==> src/rtl/tod_ram.sv <==
`default_nettype none

module tod_ram #(
    parameter int WIDTH = 8,
    parameter int DEPTH = 256
) (
    input  wire logic                                  i_clk,
    input  wire logic                                  i_we,
    input  wire logic [(DEPTH > 1 ? $clog2(DEPTH) : 1)-1:0] i_waddr,
    input  wire logic [WIDTH-1:0]                      i_wdata,
    input  wire logic                                  i_re,
    input  wire logic [(DEPTH > 1 ? $clog2(DEPTH) : 1)-1:0] i_raddr,
    output logic      [WIDTH-1:0]                      o_rdata
);

    logic [WIDTH-1:0] r_mem [DEPTH];

    always_ff @(posedge i_clk) begin
        if (i_we) begin
            r_mem[i_waddr] <= i_wdata;
        end
        if (i_re) begin
            o_rdata <= r_mem[i_raddr];
        end
    end

endmodule

`default_nettype wire
==> config.mk <==
export PLATFORM = sky130hd
export DESIGN_NAME = tod_ram
export DESIGN_NICKNAME = d
export VERILOG_FILES = /design/src/rtl/tod_ram.sv
export SDC_FILE = /design/constraint.sdc
export NUM_CORES = 2
export LEC_CHECK = 0
export ABC_AREA = 1
export BUFFER_PORTS_ARGS = -buffer_cell sky130_fd_sc_hd__clkbuf_2
export CAP_MARGIN = 25
export CORE_MARGIN = 5
export CORE_UTILIZATION = 53
export CTS_BUF_LIST = sky130_fd_sc_hd__clkbuf_4 sky130_fd_sc_hd__clkbuf_8
export DETAILED_ROUTE_END_ITERATION = 8
export GPL_ROUTABILITY_DRIVEN = 0
export PLACE_DENSITY = 0.65
export SETUP_SLACK_MARGIN = 0.2
export SYNTH_ARGS = -nofsm -noshare
export SYNTH_HDL_FRONTEND = slang
export SYNTH_SLANG_ARGS = --single-unit
==> constraint.sdc <==
create_clock -name i_clk -period 2.86 [get_ports i_clk]
set_input_delay 0.572 -clock i_clk [delete_from_list [all_inputs] [get_ports i_clk]]
set_output_delay 0.572 -clock i_clk [all_outputs]
set_load 0.01 [all_outputs]
Yosys cells after proc, flatten, opt, wreduce, memory -nomap -nowiden
Memory sizes are Yosys's and may differ from the RTL's. A register that Yosys moved wholly into a read port is not among the register bits.
Cells that the tools add are included.
{"block": "totals", "register_bits": 0, "mem_bits_rw": 2048, "inputBits": 27, "output_inout_bits": 8, "n_memories": 1}
{"name": "r_mem", "words": 256, "word_bits": 8, "read_ports": 1, "rd_clocked_by_memory_dff": 1, "write_ports": 1, "line": "16", "rtl": "logic [WIDTH-1:0] r_mem [DEPTH];"}
{"block": "classes", "n_mux": 2}
{"cell": "1-bit 2-to-1 mux", "count": 2}

Depth between registers and ports, before layout
{"block": "logic_depth", "ltp_word": 2, "mapped_depth": 15, "ltp_nobuf": 11}

Least setup slack after synthesis
OpenSTA, ideal clock, no wires.
{"block": "synth_path", "path_kind": "in2reg", "from": "in i_we", "to": "mem r_mem[162][0], enable pin", "setup_time_ps": 370, "t_arrival_ps": 1693, "required_time_ps": 2490, "path_slack_ps": 797, "path_stages": 4, "n_path_buf": 2, "path_cell_list": "clkbuf_1 > nand3_1 > clkbuf_1 > nor2_1"}
{"block": "synth_between", "elab_chain_len": 2}
{"item": "start, declared", "line": "8", "rtl": "input wire logic i_we,"}
{"item": "1-bit 2-to-1 mux", "line": "19", "rtl": "if (i_we) begin"}
{"item": "1-bit 2-to-1 mux (not written as such)", "line": "20", "rtl": "r_mem[i_waddr] <= i_wdata;"}
{"item": "end, declared", "line": "16"}
No other way between the ends.

Worst setup path after layout
{"block": "layout_path", "from": "reg o_rdata[2] (read register of r_mem)", "to": "out o_rdata[2]"}
{"item": "start, declared", "line": "13", "rtl": "output logic [WIDTH-1:0] o_rdata"}
No word-level cell between the ends.

==> flow_summary.toml <==
[timing]
min_period_ps = 2420
setup_slack_ps = 440.0
fin_crit_sh = 0.8462
rsz0062_at_grt = "false"
tightestPinTransition_ps = 999.0
max_freq_mhz = 413.2
maxSlewHeadroom = 0.3315
report.final.slew_viol_count = 0
finalSetupViolCount = 0
holdWs_ps = 13.51
finalHoldViolations = 0
skew_ps = 68.92

[placement]
dp_slack_ps = -135.2
placed_cells = 9084
dp_hpwl_um = 140400
place_area_um2 = 88930
numPortBuffers = 34

[power_and_ir_drop]
finalPower_mw = 61.44
p_per_area_nw_per_um2 = 645.4
ir_drop_mv = 0.5084
leakagePower_nw = 33.99

[synth]
yosysTopAreaCellShare = 0.7396
ys_top_cells_by_count = "nand2_1 (2123), edfxtp_1 (2056), nand3_1 (2019)"
ys_warn_count = 0
synth_area_leader_cell = "edfxtp_1"
syn-num-nets = 7030
synthCells = 7003
synth_seq_area_share = 0.7396
async_reset_ff_frac = 0
syn_area_per_cell_um2 = 11.92
yosys.cell_count.top_type = "nand2_1"
ys_ff_latch = 2056
mappedNetlistArea_um2 = 83480
synth-edff-count = 2056
synth_area_leaders = "edfxtp_1 (74%), nand3_1 (12%), nand2_1 (9.5%)"
synth-main-ff-cell = "edfxtp_1"
synth_cell_types = 13

[critical_path]
critPathMaxStageDelay_ps = 580
cp.required_ps = 2290
path_delay_family = "flip-flops"
cp.arrival_ps = 1850
worst-setup-path-type = "flop to primary output"
crit_slowest_cell = "edfxtp_1"
path_max_fanout = 1
worstPathCellList = "clkbuf_2"
critPathBufInv = 1
end_kind = "primary output"
cp-start-kind = "flop"

[route]
via_per_inst = 5.889
drtIter0Drc = 7756
final_antenna_net_count = 0
drc_errors = 0
dr.pass1.iters = 6
wirelength_um = 233100
via_count = 56980
wl_per_cell_um = 24.09

[clock_network]
clkTransAtPathRegs_ps = 60
cts_buffer_depth = 4
cts_root_buf = "clkbuf_8"
cts_setup_buffers = 0
clk_latency_ps = 1050
cts.sinks = 2056
cts_tree = "yes"
cts_made_buffers = 345
htree_levels = 5

[floorplanning]
die_area_um2 = 165500
start_util = 0.5338
ios = 35
die_x_um = 406.9
core_um2 = 156400
rows = 145
die_y_um = 406.9

[layout]
final_nets = 7409
design_area_um2 = 95200
layout-drive-gt1-share = 0.1318
area_growth_pct = 14.04
final_cell_count_no_fill = 9676
n_fill_cell = 12210

[global_route]
grt.overflow.total = 0
grt_start_max_net_pins = 85
grt_pass1_wl_um = 345400
groute.usage.overall = 0.2802
grt_pass1_vias = 54240
antenna_found_initial = 12

[run_status]
status = "completed"

[hold_path]
hold_class = "input pin to flop"

[run]
maxCapViolCount = 0
==> registers in the layout (all words and copies together) (netlist names) <==
| signal | flops |
|---|---|
| o_rdata | 8 |
| r_mem | 2048 |
==> metrics by stage <==
stage          setup TNS [ps]  utilization
2_1_floorplan               0            -
3_3_place_gp           -645.2       0.5686
3_5_place_dp           -508.5       0.5686
4_1_cts                     0       0.6086
5_1_grt                     0       0.6086
6_report                    0       0.6087
==> cells in the final DEF (no fill, tap or decap) <==
master         synthesis  layout
clkbuf_8               0     350
inv_2                  2       1
clkbuf_4               0     120
buf_8                  1      11
buf_4                 46     357
inv_4                  1       1
inv_6                  0       3
clkinvlp_4             0       2
nand3_1             2019    2019
edfxtp_1            2056    2056
dlygate4sd3_1          0       9
clkinv_1               0      83
diode_2                0       9
nand2_1             2123    2122
inv_16                 0       1
nand2_2                0       1
nor2_1               283     283
inv_1                 36      34
clkinv_2               0      14
clkinv_4               0       2
clkbuf_2               0      21
inv_8                  0       2
buf_12                 0     117
==> path summary, 6_finish.rpt <==
kind / cells past startpoint / end / from / slack [ps]
setup reg to reg: 10 / o_rdata[4]$_DFFE_PP_ / r_mem[129][4]$_DFFE_PP_ / 860
hold reg to reg: 10 / o_rdata[1]$_DFFE_PP_ / r_mem[181][1]$_DFFE_PP_ / 1080
setup / recovery: 1 / o_rdata[2] / o_rdata[2]$_DFFE_PP_ / 440
hold / removal: 1 / r_mem[104][4]$_DFFE_PP_ / i_wdata[4] / 10
==> area by class of cell <==
class                      count  area, um^2  share of cell area
antenna                        9       22.52           0.0002366
clock buffer                 470        5718             0.06007
clock inverter               104       440.4            0.004626
inverter                      39       180.2            0.001893
multi-input combinational   4425       19140              0.2010
sequential                  2056       61740              0.6485
tap                         2058        2575             0.02705
timing repair buffer         515        5383             0.05654
==> repair_timing <==
action,in CTS,in global routing
hold buffers,9,0
resized for setup,0,0
endpoints found under the setup margin,0,0
endpoints found under the hold margin,196,0
==> cells by family (layout without fill, tap and decap cells) <==
kind of cell,count (synthesis),in the layout,synth area share
other cells,0,9,0
flops,2056,2056,0.7396
buf+inv,522,1128,0.03116
simple gates,4425,4425,0.2292
==> power by group <==
part	switching [mW]	leakage (nW)	internal (mW)
logic	2.97	12.2	1.17
registers	0.0366	18.5	33.2
clock network	11.2	3.28	12.8
==> layer usage <==
| layer | track usage | vias up | wire, um | part of all wire |
|---|---|---|---|---|
| li1 | - | 25660 | - | - |
| met1 | 0.4049 | 27850 | 94990 | 0.41 |
| met2 | 0.4275 | 3037 | 107400 | 0.46 |
| met3 | 0.06188 | 439 | 23980 | 0.10 |
| met4 | 0.09314 | 2 | 6734 | 0.029 |
| met5 | 0 | - | 17 | 0.000073 |
Power figures use the tool's default switching activity.
